`src/rtl/mcd_pkg.sv`:
```
`timescale 1ns / 1ps
`default_nettype none
package mcd_pkg;

  localparam logic [7:0] SpaceChar = 8'h20;
  localparam logic [7:0] SlashChar = 8'h2F;
  localparam logic [7:0] DotChar   = 8'h2E;
  localparam logic [7:0] DashChar  = 8'h2D;
  localparam logic [7:0] NoChar    = 8'h00;

  localparam int unsigned CodeMaxSymbols = 6;
  localparam logic [2:0]  LengthSaturate = 3'd7;

  localparam int unsigned QDepth = 2;
  localparam int unsigned QPtrW  = (QDepth > 1) ? $clog2(QDepth) : 1;
  localparam int unsigned QCntW  = $clog2(QDepth + 1);

  typedef struct packed {
    logic [7:0] symbol;
    logic       end_of_text;
  } in_word_t;

  typedef struct packed {
    logic [7:0] character;
    logic       last_of_text;
  } out_word_t;

  typedef struct packed {
    logic       emit_char;
    logic       emit_space;
    logic       last;
    logic       invalid;
    logic [2:0] length;
    logic [5:0] pattern;
  } task_t;

  function automatic logic [7:0] lookup_code(logic invalid, logic [2:0] length,
                                             logic [5:0] pattern);
    logic [7:0] ch;
    ch = NoChar;
    unique case ({length, pattern})
      {3'd1, 6'b000000}: ch = "e";
      {3'd1, 6'b000001}: ch = "t";
      {3'd2, 6'b000001}: ch = "a";
      {3'd2, 6'b000000}: ch = "i";
      {3'd2, 6'b000011}: ch = "m";
      {3'd2, 6'b000010}: ch = "n";
      {3'd3, 6'b000100}: ch = "d";
      {3'd3, 6'b000110}: ch = "g";
      {3'd3, 6'b000101}: ch = "k";
      {3'd3, 6'b000111}: ch = "o";
      {3'd3, 6'b000010}: ch = "r";
      {3'd3, 6'b000000}: ch = "s";
      {3'd3, 6'b000001}: ch = "u";
      {3'd3, 6'b000011}: ch = "w";
      {3'd4, 6'b001000}: ch = "b";
      {3'd4, 6'b001010}: ch = "c";
      {3'd4, 6'b000010}: ch = "f";
      {3'd4, 6'b000000}: ch = "h";
      {3'd4, 6'b000111}: ch = "j";
      {3'd4, 6'b000100}: ch = "l";
      {3'd4, 6'b000110}: ch = "p";
      {3'd4, 6'b001101}: ch = "q";
      {3'd4, 6'b000001}: ch = "v";
      {3'd4, 6'b001001}: ch = "x";
      {3'd4, 6'b001011}: ch = "y";
      {3'd4, 6'b001100}: ch = "z";
      {3'd5, 6'b011111}: ch = "0";
      {3'd5, 6'b001111}: ch = "1";
      {3'd5, 6'b000111}: ch = "2";
      {3'd5, 6'b000011}: ch = "3";
      {3'd5, 6'b000001}: ch = "4";
      {3'd5, 6'b000000}: ch = "5";
      {3'd5, 6'b010000}: ch = "6";
      {3'd5, 6'b011000}: ch = "7";
      {3'd5, 6'b011100}: ch = "8";
      {3'd5, 6'b011110}: ch = "9";
      {3'd6, 6'b010101}: ch = ".";
      {3'd6, 6'b110011}: ch = ",";
      {3'd6, 6'b001100}: ch = "?";
      {3'd6, 6'b101011}: ch = "!";
      default:           ch = NoChar;
    endcase
    if (invalid) begin
      ch = NoChar;
    end
    return ch;
  endfunction

endpackage
`default_nettype wire

```
`src/rtl/morse_code_decoder_core.sv`:
```
// Decodes Morse text given one ASCII byte per word into characters. A byte is
// taken every cycle while full is low. Dots, dashes and any other byte build the
// pending code; a space or slash emits the decoded character of a pending code
// and then a space, and a byte marked end_of_text flushes the pending code. The
// front end keeps the pending code and hands finished tasks to a two-entry task
// queue; the back end looks each task up and drives a result register that
// delivers one word per cycle while pop is high and a task is queued. A
// separator after a pending code yields two words, so the result register sets
// the sustained rate. The first result word of a byte passes through the task
// queue and then the result register before it appears on the output.
`timescale 1ns / 1ps
`default_nettype none
module morse_code_decoder_core (
  input  wire logic               clk_i,
  input  wire logic               rst_ni,
  input  wire logic               push,
  input  wire mcd_pkg::in_word_t  in_word_i,
  output logic                    full,
  output logic                    empty,
  input  wire logic               pop,
  output mcd_pkg::out_word_t      out_word_o
);
  import mcd_pkg::*;

  logic  q_push;
  logic  q_full;
  logic  q_pop;
  logic  q_empty;
  task_t q_task;
  task_t q_head;

  mcd_front u_front (
    .clk_i     (clk_i),
    .rst_ni    (rst_ni),
    .push_i    (push),
    .in_word_i (in_word_i),
    .full_o    (full),
    .q_full_i  (q_full),
    .q_push_o  (q_push),
    .q_task_o  (q_task)
  );

  mcd_queue u_queue (
    .clk_i   (clk_i),
    .rst_ni  (rst_ni),
    .push_i  (q_push),
    .task_i  (q_task),
    .full_o  (q_full),
    .pop_i   (q_pop),
    .empty_o (q_empty),
    .head_o  (q_head)
  );

  mcd_back u_back (
    .clk_i      (clk_i),
    .rst_ni     (rst_ni),
    .q_empty_i  (q_empty),
    .q_head_i   (q_head),
    .q_pop_o    (q_pop),
    .empty_o    (empty),
    .pop_i      (pop),
    .out_word_o (out_word_o)
  );

  a_no_overflow : assert property (@(posedge clk_i) disable iff (!rst_ni)
    q_push |-> !q_full)
    else $error("Task pushed into a full queue.");

  a_no_underflow : assert property (@(posedge clk_i) disable iff (!rst_ni)
    q_pop |-> !q_empty)
    else $error("Task popped from an empty queue.");

  a_task_emits : assert property (@(posedge clk_i) disable iff (!rst_ni)
    q_push |-> (q_task.emit_char || q_task.emit_space))
    else $error("Queued task produces no word.");

  a_space_task_last : assert property (@(posedge clk_i) disable iff (!rst_ni)
    (q_push && !q_task.emit_space) |-> (q_task.last && q_task.emit_char))
    else $error("Code flush task is not marked as end of text.");

endmodule
`default_nettype wire

```
`src/rtl/mcd_front.sv`:
```
`timescale 1ns / 1ps
`default_nettype none
module mcd_front (
  input  wire logic             clk_i,
  input  wire logic             rst_ni,
  input  wire logic             push_i,
  input  wire mcd_pkg::in_word_t in_word_i,
  output logic                  full_o,
  input  wire logic             q_full_i,
  output logic                  q_push_o,
  output mcd_pkg::task_t        q_task_o
);
  import mcd_pkg::*;

  logic [5:0] pattern_q, pattern_d;
  logic [2:0] length_q, length_d;
  logic       invalid_q, invalid_d;

  logic       accept;
  logic       is_sep;
  logic [5:0] pattern_new;
  logic [2:0] length_new;
  logic       invalid_new;

  assign full_o = q_full_i;
  assign accept = push_i && !q_full_i;
  assign is_sep = (in_word_i.symbol == SpaceChar) || (in_word_i.symbol == SlashChar);

  always_comb begin
    pattern_new = pattern_q;
    if (32'(length_q) < CodeMaxSymbols) begin
      pattern_new = {pattern_q[4:0], (in_word_i.symbol == DashChar)};
    end
    length_new  = (length_q < LengthSaturate) ? length_q + 3'd1 : length_q;
    invalid_new = invalid_q ||
                  !((in_word_i.symbol == DotChar) || (in_word_i.symbol == DashChar));
  end

  always_comb begin
    pattern_d = pattern_q;
    length_d  = length_q;
    invalid_d = invalid_q;
    q_push_o  = 1'b0;
    q_task_o  = '0;
    if (accept) begin
      if (is_sep) begin
        q_push_o            = 1'b1;
        q_task_o.emit_char  = (length_q != 3'd0);
        q_task_o.emit_space = 1'b1;
        q_task_o.last       = in_word_i.end_of_text;
        q_task_o.invalid    = invalid_q;
        q_task_o.length     = length_q;
        q_task_o.pattern    = pattern_q;
        pattern_d           = '0;
        length_d            = '0;
        invalid_d           = 1'b0;
      end else if (in_word_i.end_of_text) begin
        q_push_o            = 1'b1;
        q_task_o.emit_char  = 1'b1;
        q_task_o.emit_space = 1'b0;
        q_task_o.last       = 1'b1;
        q_task_o.invalid    = invalid_new;
        q_task_o.length     = length_new;
        q_task_o.pattern    = pattern_new;
        pattern_d           = '0;
        length_d            = '0;
        invalid_d           = 1'b0;
      end else begin
        pattern_d = pattern_new;
        length_d  = length_new;
        invalid_d = invalid_new;
      end
    end
  end

  always_ff @(posedge clk_i or negedge rst_ni) begin
    if (!rst_ni) begin
      pattern_q <= '0;
      length_q  <= '0;
      invalid_q <= 1'b0;
    end else begin
      pattern_q <= pattern_d;
      length_q  <= length_d;
      invalid_q <= invalid_d;
    end
  end

endmodule
`default_nettype wire

```
`src/rtl/mcd_queue.sv`:
```
`timescale 1ns / 1ps
`default_nettype none
module mcd_queue (
  input  wire logic           clk_i,
  input  wire logic           rst_ni,
  input  wire logic           push_i,
  input  wire mcd_pkg::task_t task_i,
  output logic                full_o,
  input  wire logic           pop_i,
  output logic                empty_o,
  output mcd_pkg::task_t      head_o
);
  import mcd_pkg::*;

  task_t            mem_q [QDepth];
  logic [QPtrW-1:0] wr_ptr_q, wr_ptr_d;
  logic [QPtrW-1:0] rd_ptr_q, rd_ptr_d;
  logic [QCntW-1:0] count_q, count_d;
  logic             do_push;
  logic             do_pop;

  assign full_o  = (count_q == QCntW'(QDepth));
  assign empty_o = (count_q == '0);
  assign head_o  = mem_q[rd_ptr_q];
  assign do_push = push_i && !full_o;
  assign do_pop  = pop_i && !empty_o;

  always_comb begin
    wr_ptr_d = wr_ptr_q;
    rd_ptr_d = rd_ptr_q;
    count_d  = count_q;
    if (do_push) begin
      wr_ptr_d = (wr_ptr_q == QPtrW'(QDepth - 1)) ? '0 : wr_ptr_q + QPtrW'(1);
    end
    if (do_pop) begin
      rd_ptr_d = (rd_ptr_q == QPtrW'(QDepth - 1)) ? '0 : rd_ptr_q + QPtrW'(1);
    end
    if (do_push && !do_pop) begin
      count_d = count_q + QCntW'(1);
    end else if (do_pop && !do_push) begin
      count_d = count_q - QCntW'(1);
    end
  end

  always_ff @(posedge clk_i) begin
    if (do_push) begin
      mem_q[wr_ptr_q] <= task_i;
    end
  end

  always_ff @(posedge clk_i or negedge rst_ni) begin
    if (!rst_ni) begin
      wr_ptr_q <= '0;
      rd_ptr_q <= '0;
      count_q  <= '0;
    end else begin
      wr_ptr_q <= wr_ptr_d;
      rd_ptr_q <= rd_ptr_d;
      count_q  <= count_d;
    end
  end

endmodule
`default_nettype wire

```
`src/rtl/mcd_back.sv`:
```
`timescale 1ns / 1ps
`default_nettype none
module mcd_back (
  input  wire logic           clk_i,
  input  wire logic           rst_ni,
  input  wire logic           q_empty_i,
  input  wire mcd_pkg::task_t q_head_i,
  output logic                q_pop_o,
  output logic                empty_o,
  input  wire logic           pop_i,
  output mcd_pkg::out_word_t  out_word_o
);
  import mcd_pkg::*;

  out_word_t out_q, out_d;
  logic      out_valid_q, out_valid_d;
  logic      phase_q, phase_d;
  logic      load_en;

  assign load_en    = !out_valid_q || pop_i;
  assign empty_o    = !out_valid_q;
  assign out_word_o = out_q;

  always_comb begin
    out_d       = out_q;
    out_valid_d = out_valid_q && !pop_i;
    phase_d     = phase_q;
    q_pop_o     = 1'b0;
    if (load_en && !q_empty_i) begin
      out_valid_d = 1'b1;
      if (q_head_i.emit_char && !phase_q) begin
        out_d.character    = lookup_code(q_head_i.invalid, q_head_i.length,
                                         q_head_i.pattern);
        out_d.last_of_text = q_head_i.last && !q_head_i.emit_space;
        if (q_head_i.emit_space) begin
          phase_d = 1'b1;
        end else begin
          q_pop_o = 1'b1;
        end
      end else begin
        out_d.character    = SpaceChar;
        out_d.last_of_text = q_head_i.last;
        phase_d            = 1'b0;
        q_pop_o            = 1'b1;
      end
    end
  end

  always_ff @(posedge clk_i) begin
    out_q <= out_d;
  end

  always_ff @(posedge clk_i or negedge rst_ni) begin
    if (!rst_ni) begin
      out_valid_q <= 1'b0;
      phase_q     <= 1'b0;
    end else begin
      out_valid_q <= out_valid_d;
      phase_q     <= phase_d;
    end
  end

endmodule
`default_nettype wire

```
`config.mk`:
```
export PLATFORM = sky130hd
export DESIGN_NAME = morse_code_decoder_core
export DESIGN_NICKNAME = d
export VERILOG_FILES = /design/src/rtl/mcd_pkg.sv /design/src/rtl/morse_code_decoder_core.sv /design/src/rtl/mcd_front.sv /design/src/rtl/mcd_queue.sv /design/src/rtl/mcd_back.sv
export SDC_FILE = /design/constraint.sdc
export NUM_CORES = 1
export LEC_CHECK = 0
export ABC_AREA = 1
export BUFFER_PORTS_ARGS = -buffer_cell sky130_fd_sc_hd__buf_2
export CORE_UTILIZATION = 34
export DETAILED_ROUTE_END_ITERATION = 16
export GPL_ROUTABILITY_DRIVEN = 1
export PLACE_DENSITY = 0.61
export SLEW_MARGIN = 10
export SYNTH_ARGS = -nofsm -noshare
export SYNTH_HDL_FRONTEND = slang
export SYNTH_SLANG_ARGS = --single-unit
export TNS_END_PERCENT = 100
```
`constraint.sdc`:
```
create_clock -name clk_i -period 2.2 [get_ports clk_i]
set_input_delay 0.22 -clock clk_i [delete_from_list [all_inputs] [get_ports clk_i]]
set_output_delay 0.22 -clock clk_i [all_outputs]
set_load 0.01 [all_outputs]
```
Word level (Yosys, flattened, before mapping)

Memories as Yosys holds them, arrays and structs flattened.
Index checks and enable logic that the tools add are counted.

Bits in registers: 24
Latch bits: 0
Bits in writable memories: 26
Memory bits (read-only): 0
Input bits: 13
Output and inout bits: 11
Memories: 1

Memory list:

| name          | depth | width | rd ports | clocked after memory_dff | wr ports | line            | text |
|---|---|---|---|---|---|---|---|
| u_queue.mem_q | 2     | 13    | 1        | 0                        | 1        | mcd_queue.sv:15 | `task_t mem_q [QDepth];` |

Add/subtract/negate cells: 5
Multiply operators: 0
Divide/modulo/power cells: 0
$lt $le $gt $ge: 2
Equality and inequality tests: 46
Shift-type cells: 0
Mux-type cells: 29
Bitwise gates (word level): 1
Reduce and logical (&&, ||, !) cells: 27

Operator list:

| operator                                                         | number |
|---|---|
| 7-bit one-hot mux with 40 select lines                           | 1 |
| 9-bit == test (second input constant)                            | 26 |
| 9-bit by 8-bit == test with 1-bit output (second input constant) | 12 |
| 13-bit two-way mux                                               | 3 |
| 8-bit by 6-bit == test with 1-bit output (second input constant) | 4 |
| 6-bit two-way mux                                                | 4 |
| 9-bit by 7-bit == test with 1-bit output (second input constant) | 2 |
| 1-bit two-way mux                                                | 16 |
| 1-bit logical AND                                                | 9 |
| 1-bit zero test                                                  | 9 |
| 3-bit two-way mux                                                | 3 |
| 3-bit less-than comparator (second input constant)               | 2 |
| 1-bit logical OR                                                 | 4 |
| 2-bit two-way mux                                                | 2 |
| 3-bit by 1-bit adder with 3-bit output (second input constant)   | 1 |
| 3-bit nonzero test                                               | 1 |
| 1-bit adder (second input constant)                              | 2 |
| 2-bit by 1-bit adder with 2-bit output (second input constant)   | 1 |
| 2-bit == test (second input constant)                            | 1 |
| 2-bit zero test                                                  | 1 |
| 2-bit by 1-bit != test with 1-bit output (second input constant) | 1 |
| 2-bit AND reduction                                              | 1 |
| 2-bit nonzero test                                               | 1 |
| 2-bit OR reduction                                               | 1 |
| 2 further kinds                                                  | 2 |

Depth between registers and ports, before layout

Gate-level depths: netlist of run 1.

Depth after elaboration: 9
Mapped depth: 15
Gate-level depth less buffers: 15

By module

From an unflattened synthesis of run 1, not the netlist that was laid out.

Cells, all modules: 456
Area total of the unflattened synthesis: 3,241.9 µm²

Modules (own cells, without submodules):

| module    | times used | cells an instance | area an instance (µm²) |
|---|---|---|---|
| mcd_back  | 1          | 217               | 1,216.2 |
| mcd_queue | 1          | 99                | 1,178.6 |
| mcd_front | 1          | 140               | 847.1 |

Least setup slack after synthesis of run 1

OpenSTA, ideal clock, no wires.

Path kind: input to register
Start point: input in_word_i[5] (netlist bit)
End point: memory u_queue.mem_q[1][0] (netlist bit), enable pin
Arrival: 1,672 ps
Setup slack: 144 ps
Stages: 5
Buffers on the path: 0
Path through: nor4_1 > nand2_1 > nand2_1 > nand2_1 > nor2_1

Longest elaborated chain between the ends: 7
Elaborated cells between the ends (all ways): 8
Those cells by class: 2 x eq/ne; 4 x mux; 2 x reduce/logical

RTL lines:

| what                                      | line                          | text |
|---|---|---|
| start, declared                           | morse_code_decoder_core.sv:17 | `input wire mcd_pkg::in_word_t in_word_i,` |
| 8-bit by 6-bit == test with 1-bit output  | mcd_front.sv:27               | `assign is_sep = (in_word_i.symbol == SpaceChar) \|\| (in_word_i.symbol == SlashChar);` |
| 1-bit logical OR *                        | mcd_front.sv:27               |  |
| 1-bit two-way mux *                       | mcd_front.sv:46               | `if (is_sep) begin` |
| 1-bit two-way mux *                       | mcd_front.sv:45               | `if (accept) begin` |
| 1-bit logical AND *                       | mcd_queue.sv:25               | `assign do_push = push_i && !full_o;` |
| 1-bit two-way mux *                       | mcd_queue.sv:46               | `if (do_push) begin` |
| 1-bit two-way mux (not written as such) * | mcd_queue.sv:47               | `mem_q[wr_ptr_q] <= task_i;` |
| end, declared                             | mcd_queue.sv:15               |  |

Every way passes the cells marked *; elsewhere a longest branch is shown, timed or not.

Worst setup path after layout of run 1

Start point: register u_queue.rd_ptr_q
End point: register u_back.out_q, in the netlist u_back.out_word_o[4], data pin

Longest elaborated chain between the ends: 4
Elaborated cells between the ends (all ways): 45
Those cells by class: 40 x eq/ne; 1 x mux; 1 x bitwise; 2 x reduce/logical; 1 x memory

RTL lines:

| what                                                                           | line            | text |
|---|---|---|
| start, declared                                                                | mcd_queue.sv:17 | `logic [QPtrW-1:0] rd_ptr_q, rd_ptr_d;` |
| start signal, assigned                                                         | mcd_queue.sv:58 | `rd_ptr_q <= rd_ptr_d;` |
| memory read 2 x 13 bit *                                                       | --              |  |
| branches (longest 3 deep; another with 7-bit one-hot mux with 40 select lines) | --              |  |
| end signal, assigned                                                           | mcd_back.sv:50  | `out_q <= out_d;` |
| end, declared                                                                  | mcd_back.sv:15  | `out_word_t out_q, out_d;` |

Every way passes the cells marked *.
A chain may end at the register's enable or synchronous reset.

==> key figures, run 1 <==
Clocking
  • Worst-path clk slew: around 0.090 ns
  • H-tree levels: 2
  • Clock root cell: clkbuf_8
  • CTS Buffer Depth: 2
  • Clock latency on the worst-skew pair: 0.30 ns
  • CTS tree: yes
  • Clk sinks: 50
  • Clock buffer count from CTS: 5

Timing
  • Worst clock skew: approximately 0.009 ns
  • Final hold slack: ~0.14 ns
  • RSZ-0062 raised after global routing: false
  • Final Hold Viols: 0
  • Minimum clock period: ~2.1 ns
  • Final Slew Violations: 0
  • Max frequency: ~0.48 GHz
  • Setup TNS: 0 ns
  • Worst setup margin: around 0.11 ns
  • Final setup viols: 0
  • Tcrit/Tclk final: 0.952

GRT
  • First-pass GRT wire length: ~12 mm
  • Number of global-route vias before repair: 2681
  • All-Layer GR Usage: 0.154
  • Largest net degree at the start of global routing: 20
  • GRT Residual Overflow: 0
  • Initial antenna violation count: 0

Routing
  • Vias: roughly 2800
  • Initial drt markers: 147
  • Drc violations: 0
  • Post-route ant nets: 0
  • DR WL/cell: 12.3 µm
  • Total iterations of the first detailed-routing run: 4
  • Drt total wl: between 6 and 7 mm
  • Vias/cell: 4.92

Setup path
  • Setup crit start kind: flop
  • WS Path Type: flop to flop
  • CP Max Fanout: 17
  • CP required: 2.27 ns
  • Crit end category: flop
  • Worst R2R Setup Slack: between 0.1 and 0.15 ns
  • Worst EP arrival: between 2 and 2.5 ns

Logic synthesis
  • Mapped Area: about 3200 µm²
  • Mapped Nets: between 400 and 500
  • Mean Syn Cell Area: roughly 7.6 µm²
  • Syn. warnings: 0
  • Ys flop type: edfxtp_1
  • Top-area cell type share of the netlist area: 0.319
  • Cells after Synth: around 420
  • Largest area contributor in the netlist: edfxtp_1
  • Synthesized flop and latch total: 50
  • Netlist cell types: 39
  • Async set or reset register ratio after synthesis: 0.320
  • Post-synth EDFFs: 34
  • Synth area leaders: edfxtp_1 (32%), dfrtp_1 (13%), nand2_1 (12%)
  • Register area share after synthesis: 0.444

Finish
  • Antenna fix cells: 0
  • Layout cells sized above 1: 0.174
  • Final Non-Filler Cells: between 500 and 600
  • Fill count: ~940
  • Nets: about 470
  • Utilization after layout: 0.395
  • Commonest non-fill, non-tap cell in the layout: nand2_1
  • Most frequent cells in the layout: nand2_1 (104), nor2_1 (71), inv_1 (51)
  • P&R area growth vs syn: 13.4%

Floorplan
  • Chip Height: 99.0 µm
  • Core Box Area: 9200 µm²
  • Die extent in x: a little under 100 µm
  • Starting Density: 0.348
  • Row count: 35
  • Die Area: about 9800 µm²
  • Num ports: 24

Power
  • P_leak: approximately 1.7 nW
  • Pwr dens: 1000 nW/µm²
  • Worst VDD drop: about 550 µV

Placed design
  • GP Congestion: between 0.9 and 1
  • Dpl cells: between 500 and 600
  • DP HPWL: roughly 5.4 mm
  • PortBufs: 22
  • Pre-CTS setup slack: 0.0886 ns

Status
  • Status: complete, no violations

Flow run
  • Maxcap violations: 0

Min path
  • Worst hold-check path type: input pin to flop
## path summary, 6_finish.rpt
check                                  from              endpoint  cells past startpoint
setup / recovery           u_queue.rd_ptr_q  u_back.out_word_o[4]                     11
hold / removal                          pop    u_back.out_valid_q                      2
setup reg to reg           u_queue.rd_ptr_q  u_back.out_word_o[4]                     11
hold reg to reg            u_queue.wr_ptr_q      u_queue.wr_ptr_q                      2
max in group asynchronous            rst_ni      u_queue.rd_ptr_q                      2
min in group asynchronous            rst_ni        u_back.phase_q                      2
## sequential cells by signal (all words and copies together) (netlist names)
name                count
u_queue.mem_q          26
u_back.out_word_o       8
u_front.pattern_q       6
u_front.length_q        3
u_queue.count_q         2
u_back.out_valid_q      1
u_back.phase_q          1
u_front.invalid_q       1
u_queue.rd_ptr_q        1
u_queue.wr_ptr_q        1
## where the power goes
group          switching, mW  total [mW]  internal [mW]
combinational           1.12        1.63          0.511
clock                  0.287       0.651          0.364
sequential             0.105        1.36           1.26
## kinds of logic (layout without fill, tap and decap cells)
group                    Yosys count  after routing  share of synthesized area
AND/OR/NAND/NOR                  240            240                      0.339
buffers and inverters             67            100                     0.0856
AO/OA/AOI/OAI                     57             57                      0.107
flip-flops                        50             50                      0.444
XOR/XNOR                           4              4                     0.0110
adder cells (fa/ha/maj)            3              3                     0.0117
other                              1              1                    0.00117
## through the flow
step / total power, mW / cell area, µm²
6_report: 3.64 / 3630
5_1_grt: 3.92 / 3630
4_1_cts: 3.62 / 3600
3_5_place_dp: 2.96 / 3480
3_3_place_gp: 2.96 / 3480
2_1_floorplan: 2.56 / 3200
## worst max-delay path: stages, from the launching register on
cell and delay, ns:
dfrtp_2 0.44, buf_6 0.16, nand2_1 0.09, nand2_2 0.10
nand2_4 0.16, nor2_1 0.08, nand2_1 0.12, nand2_1 0.09
nor2_1 0.25, nand4_1 0.15, nor2_1 0.15, nor2_1 0.06
## cell usage after synthesis (2+ instances only)
cell	number
nand2_1	105
nor2_1	73
inv_1	51
edfxtp_1	34
o21ai_0	19
nand3_1	18
dfrtp_1	16
nand2_2	15
a21oi_1	12
a2bb2oi_1	8
o22ai_1	8
inv_2	6
nand4_1	5
buf_4	4
clkbuf_1	4
nand3b_1	4
nor3_1	4
ha_1	3
nand2_4	3
o211ai_1	3
o21ai_1	3
xor2_1	3
a31oi_1	2
nand3_2	2
nor2_2	2
nor2_4	2
## routing by layer
metal | part of all wire | vias up | GRT usage | wire, µm
met4 | 0.024 | 0 | 0.0620 | 167
met1 | 0.46 | 1240 | 0.195 | 3250
met5 | 0 | - | 0 | 0
li1 | - | 1433 | - | -
met2 | 0.47 | 91 | 0.263 | 3260
met3 | 0.044 | 20 | 0.0248 | 309
## final cells by class
class                      instances  area (µm²)  area share
timing repair buffer              35         214      0.0590
multi-input combinational        305        1520       0.418
clock buffer                       6        82.6      0.0228
inverter                          58         225      0.0621
sequential                        50        1420       0.392
clock inverter                     1        30.0     0.00828
tap                              111         139      0.0383
## repair_timing
item,4_1_cts,5_1_grt
endpoints found under the setup margin,0,8
resized for setup,0,10
buffers inserted,0,0
hold endpoints to repair,16,0
hold buffers,1,0
No activity file was read; power rests on OpenSTA's default activity.
==> run 2: changes to the inputs <==
--- a/config.mk
+++ b/config.mk
@@ -10,7 +10,7 @@
 export CORE_UTILIZATION = 34
 export DETAILED_ROUTE_END_ITERATION = 16
 export GPL_ROUTABILITY_DRIVEN = 1
-export PLACE_DENSITY = 0.61
+export PLACE_DENSITY = 0.59
 export SLEW_MARGIN = 10
 export SYNTH_ARGS = -nofsm -noshare
 export SYNTH_HDL_FRONTEND = slang
==> key figures, run 2 (synthesis gave the netlist of run 1 again) <==
Status
  • Status: complete, no violations

Clocking
  • Clock buffer count from CTS: 5 (unchanged)
  • CTS Buffer Depth: 2 (unchanged)
  • Worst-path clk slew: 0.09 ns (about the same)
  • Clock root cell: clkbuf_8
  • Clock latency on the worst-skew pair: 0.30 ns (about the same)
  • CTS tree: yes
  • H-tree levels: 2 (unchanged)
  • Clk sinks: 50 (unchanged)

Placed design
  • PortBufs: 22 (unchanged)
  • Dpl cells: 560 (+0.36%)
  • Pre-CTS setup slack: 0.0643 ns (-0.0243 ns)
  • DP HPWL: 5.69 mm (+5.8%)
  • GP Congestion: 0.937 (-5.3%)

Timing
  • Final Hold Viols: 0 (unchanged)
  • Tcrit/Tclk final: 0.951 (about the same)
  • Worst clock skew: 0.0103 ns (+0.00130 ns)
  • Max frequency: 0.478 GHz (about the same)
  • Worst setup margin: 0.108 ns (+0.00161 ns)
  • Final hold slack: 0.149 ns (+0.00989 ns)
  • Minimum clock period: 2.09 ns (-0.00160 ns)
  • Final Slew Violations: 0 (unchanged)
  • Final setup viols: 0 (unchanged)

GRT
  • Largest net degree at the start of global routing: 18 (-10%)
  • Number of global-route vias before repair: 2740 (+2.2%)
  • First-pass GRT wire length: 12.7 mm (+4.8%)
  • GRT Residual Overflow: 0 (unchanged)
  • Initial antenna violation count: 0 (unchanged)
  • All-Layer GR Usage: 0.162 (+0.00749)

Routing
  • Total iterations of the first detailed-routing run: 5 (+1)
  • Drc violations: 0 (unchanged)
  • Post-route ant nets: 0 (unchanged)
  • Vias/cell: 5.09 (+3.5%)
  • DR WL/cell: 13.0 µm (+5.7%)
  • Drt total wl: 7.62 mm (+9.1%)
  • Vias: 2972 (+6.8%)
  • Initial drt markers: 189 (+29%)

Power
  • Pwr dens: 1020 nW/µm² (+1.9%)
  • P_leak: 1.86 nW (+7.2%)
  • Worst VDD drop: 439 µV (-20%)
  • Total power: 3.93 mW (+7.8%)

Setup path
  • CP Launch Point: u_queue.rd_ptr_q
  • CP required: 2.26 ns (about the same)
  • RR Startpoint: u_queue.rd_ptr_q
  • Worst EP arrival: 2.16 ns (about the same)
  • CP Max Fanout: 8 (-9)
  • WS Path Type: flop to flop
  • Crit end category: flop
  • Setup crit start kind: flop

Finish
  • Commonest non-fill, non-tap cell in the layout: nand2_1
  • Nets: 488 (+3.6%)
  • Antenna fix cells: 0 (unchanged)
  • P&R area growth vs syn: 20.0%
  • Biggest register: u_queue.mem_q
  • Max reg flops: 26 (unchanged)
  • Final Non-Filler Cells: 584 (+3.2%)
  • Most frequent cells in the layout: nand2_1 (96), nor2_1 (67), inv_1 (51)
  • Layout cells sized above 1: 0.233 (+0.0589)

Floorplan
  • Die extent in x: 99.0 µm (unchanged)
  • Core Box Area: 9200 µm² (unchanged)
  • Chip Height: 99.0 µm (unchanged)
  • Row count: 35 (unchanged)
  • Starting Density: 0.348 (unchanged)
  • Num ports: 24 (unchanged)
  • Die Area: 9800 µm² (unchanged)

Min path
  • Worst hold-check path type: input pin to flop
  • Hold path startpoint: pop

Flow run
  • Maxcap violations: 0 (unchanged)
==> run 2: power by group <==
| group | switching, mW | internal, mW |
|---|---|---|
| registers | 0.106 | 1.25 |
| logic | 1.24 | 0.686 |
| clock network | 0.301 | 0.340 |
==> run 2: critical path: stages (launching register included) <==
cell	delay, ns
dfrtp_1	0.44
clkinv_4	0.11
buf_6	0.14
nand2_1	0.06
nand2_2	0.10
nand2_4	0.16
nor2_8	0.08
nand3b_1	0.14
nand2_1	0.06
nor2_1	0.10
nand2_1	0.10
nor2_4	0.13
nand3_2	0.08
nand2_2	0.09
nand2_1	0.05
==> run 2: through the flow <==
stage	instance area, µm²	utilization	setup TNS [ns]
floorplan	3200	-	0
global placement	3500	0.380	0
detailed placement	3500	0.380	0
CTS	3620	0.393	0
global route	3840	0.417	-0.0141
finish	3840	0.417	0
==> run 2: final cells by class <==
cell class	instances	area [µm²]
Tap cell	111	139
Clock buffer	6	72.6
Fill cell	963	5360
Multi-Input combinational cell	305	1600
Clock inverter	2	37.5
Sequential cell	50	1420
Inverter	58	228
Timing Repair Buffer	52	345
==> run 2: path summary, 6_finish.rpt <==
kind,end,slack [ns],cells after the start
worst max-delay path,u_back.out_word_o[6],0.11,14
worst min-delay path,u_back.out_valid_q,0.15,2
worst max register to register,u_back.out_word_o[6],0.11,14
worst min register to register,u_back.phase_q,0.54,2
max in group asynchronous,u_front.length_q[2],1.54,2
min in group asynchronous,u_front.invalid_q,0.37,2
==> run 2: repair_timing <==
| action | in CTS | in global routing |
|---|---|---|
| hold buffers | 1 | 0 |
| endpoints found under the setup margin | 0 | 7 |
| gates resized for setup | 0 | 34 |
| setup buffers | 0 | 15 |
| endpoints found under the hold margin | 16 | 0 |
==> run 2: metal layers <==
metal / GRT usage / vias to the layer above / routed length [µm]
li1: - / 1477 / -
met1: 0.210 / 1366 / 3400
met2: 0.271 / 106 / 3680
met3: 0.0248 / 23 / 301
met4: 0.0643 / 0 / 231
met5: 0 / - / 0
==> run 3: changes to the inputs <==
--- a/config.mk
+++ b/config.mk
@@ -6,11 +6,11 @@
 export NUM_CORES = 1
 export LEC_CHECK = 0
 export ABC_AREA = 1
-export BUFFER_PORTS_ARGS = -buffer_cell sky130_fd_sc_hd__buf_2
 export CORE_UTILIZATION = 34
 export DETAILED_ROUTE_END_ITERATION = 16
+export DONT_BUFFER_PORTS = 1
 export GPL_ROUTABILITY_DRIVEN = 1
-export PLACE_DENSITY = 0.59
+export PLACE_DENSITY = 0.55
 export SLEW_MARGIN = 10
 export SYNTH_ARGS = -nofsm -noshare
 export SYNTH_HDL_FRONTEND = slang
==> constraint.sdc (replaced) <==
create_clock -name clk_i -period 2.1 [get_ports clk_i]
set_input_delay 0.21 -clock clk_i [delete_from_list [all_inputs] [get_ports clk_i]]
set_output_delay 0.21 -clock clk_i [all_outputs]
set_load 0.01 [all_outputs]
==> key figures, run 3 (synthesis gave the netlist of run 1 again) <==
Flow run
  • Maxcap violations: 0 (unchanged)

Routing
  • Initial drt markers: 83 (-56%)
  • DR WL/cell: 13.9 µm (+6.5%)
  • Drt total wl: 8.02 mm (+5.3%)
  • Vias/cell: 4.95 (-2.7%)
  • Drc violations: 0 (unchanged)
  • Post-route ant nets: 0 (unchanged)
  • Total iterations of the first detailed-routing run: 4 (-1)
  • Vias: 2857 (-3.9%)

Finish
  • Fill count: 913 (-5.2%)
  • Layout cells sized above 1: 0.290 (+0.0571)
  • Max reg flops: 26 (unchanged)
  • Biggest register: u_queue.mem_q
  • Antenna fix cells: 0 (unchanged)
  • Utilization after layout: 0.442 (+0.0244)
  • P&R area growth vs syn: 27.0%
  • Nets: 481 (-1.4%)
  • Most frequent cells in the layout: nand2_1 (79), nor2_1 (56), inv_1 (51)
  • Commonest non-fill, non-tap cell in the layout: nand2_1

Setup path
  • CP required: 2.16 ns (-0.10 ns)
  • Worst R2R Setup Slack: 0.06 ns (-0.05 ns)
  • CP Max Fanout: 6 (-2)
  • Crit end category: flop
  • WS Path Type: flop to flop
  • Worst EP arrival: 2.10 ns (-0.06 ns)
  • Setup crit start kind: flop

Power
  • Total power: 4.50 mW (+15%)
  • Worst VDD drop: 527 µV (+20%)
  • Pwr dens: 1110 nW/µm² (+8.3%)
  • P_leak: 1.91 nW (+2.9%)

Floorplan
  • Die Area: 9800 µm² (unchanged)
  • Die extent in x: 99.0 µm (unchanged)
  • Core Box Area: 9200 µm² (unchanged)
  • Num ports: 24 (unchanged)
  • Row count: 35 (unchanged)
  • Chip Height: 99.0 µm (unchanged)
  • Starting Density: 0.348 (unchanged)

Clocking
  • Clock root cell: clkbuf_8
  • Clock latency on the worst-skew pair: 0.31 ns (about the same)
  • CTS tree: yes
  • Clock buffer count from CTS: 5 (unchanged)
  • Clk sinks: 50 (unchanged)
  • H-tree levels: 2 (unchanged)
  • CTS Buffer Depth: 2 (unchanged)
  • Worst-path clk slew: 0.09 ns (about the same)

GRT
  • All-Layer GR Usage: 0.164 (+0.00256)
  • First-pass GRT wire length: 12.7 mm (about the same)
  • Initial antenna violation count: 0 (unchanged)
  • Number of global-route vias before repair: 2681 (-2.2%)
  • GRT Residual Overflow: 0 (unchanged)
  • Largest net degree at the start of global routing: 18 (unchanged)

Timing
  • Setup TNS: 0 ns (unchanged)
  • Tcrit/Tclk final: 0.970 (+0.0193)
  • Max frequency: 0.491 GHz (+2.7%)
  • Worst slew pin tran: approximately 0.8 ns
  • RSZ-0062 raised after global routing: true
  • Final setup viols: 0 (unchanged)
  • Final Hold Viols: 0 (unchanged)
  • Final Slew Violations: 0 (unchanged)
  • Worst slew margin relative to its limit: 0.456
  • Worst clock skew: 0.0100 ns (-0.000233 ns)
  • Minimum clock period: 2.04 ns (-0.0545 ns)

Min path
  • Worst hold-check path type: input pin to flop

Status
  • Status: complete, no violations

Placed design
  • DP HPWL: 5.72 mm (+0.64%)
  • PortBufs: 0 (-100%)
  • GP Congestion: 0.905 (-3.5%)
## run 3: cell count changes in the layout (fill, tap and decap cells not counted), sizes merged
| cell | before | now |
|---|---|---|
| clkbuf | 6 | 8 |
| bufinv | 1 | 0 |
| clkinvlp | 1 | 0 |
| buf | 51 | 44 |
## run 3: final cells by class
| class | count | area (µm²) | share of cell area |
|---|---|---|---|
| clock buffer | 8 | 111 | 0.0274 |
| inverter | 58 | 230 | 0.0567 |
| multi-input combinational | 305 | 1770 | 0.435 |
| sequential | 50 | 1420 | 0.350 |
| tap | 111 | 139 | 0.0342 |
| timing repair buffer | 45 | 390 | 0.0961 |
## run 3: through the flow
step                      instance area (µm²)  hold WS [ns]  setup WS [ns]  std cells
final                                    4060        0.0319         0.0621        577
after global routing                     4060        0.0283        -0.0354        577
after CTS                                3640        0.0243         0.0153        562
after detailed placement                 3500       -0.0852        0.00556        552
after global placement                   3500       -0.0851         0.0102        552
after floorplan                          3200       -0.0856         0.0543        422
## run 3: worst max-delay path, cell delays in order (launching register included)
cell,delay [ns]
dfrtp_2,0.44
clkinv_4,0.10
buf_6,0.14
nand2_1,0.07
nand2_2,0.08
nand2_2,0.12
buf_4,0.14
inv_2,0.04
nand4_1,0.14
buf_4,0.15
nand2_1,0.04
nor2_1,0.10
nand2_1,0.06
nor2_1,0.12
nor2_1,0.05
## run 3: where the power goes
part	internal (mW)	total [mW]	switching, mW
clock network	0.341	0.666	0.325
logic	0.928	2.37	1.45
registers	1.32	1.46	0.143
## run 3: final timing paths
kind,from,to,depth (start not counted)
worst max-delay path,u_queue.rd_ptr_q,u_back.out_word_o[2],14
max in group asynchronous,rst_ni,u_queue.rd_ptr_q,1
min in group asynchronous,rst_ni,u_front.invalid_q,1
worst min-delay path,pop,u_back.out_valid_q,1
worst max register to register,u_queue.rd_ptr_q,u_back.out_word_o[2],14
worst min register to register,u_queue.wr_ptr_q,u_queue.wr_ptr_q,2
## run 3: what timing repair did
item / 4_1_cts / 5_1_grt
endpoints found under the setup margin: 4 / 8
pin swaps: 1 / 17
endpoints found under the hold margin: 16 / 0
buffers inserted: 1 / 15
resized for setup: 4 / 90
hold buffers: 1 / 0
## run 3: metal layers
layer  GRT usage  vias to the layer above  share of wire
li1            -                     1454              -
met1       0.210                     1330           0.45
met2       0.283                       56           0.49
met3      0.0298                       17          0.030
met4      0.0494                        0          0.026
met5           0                        -              0
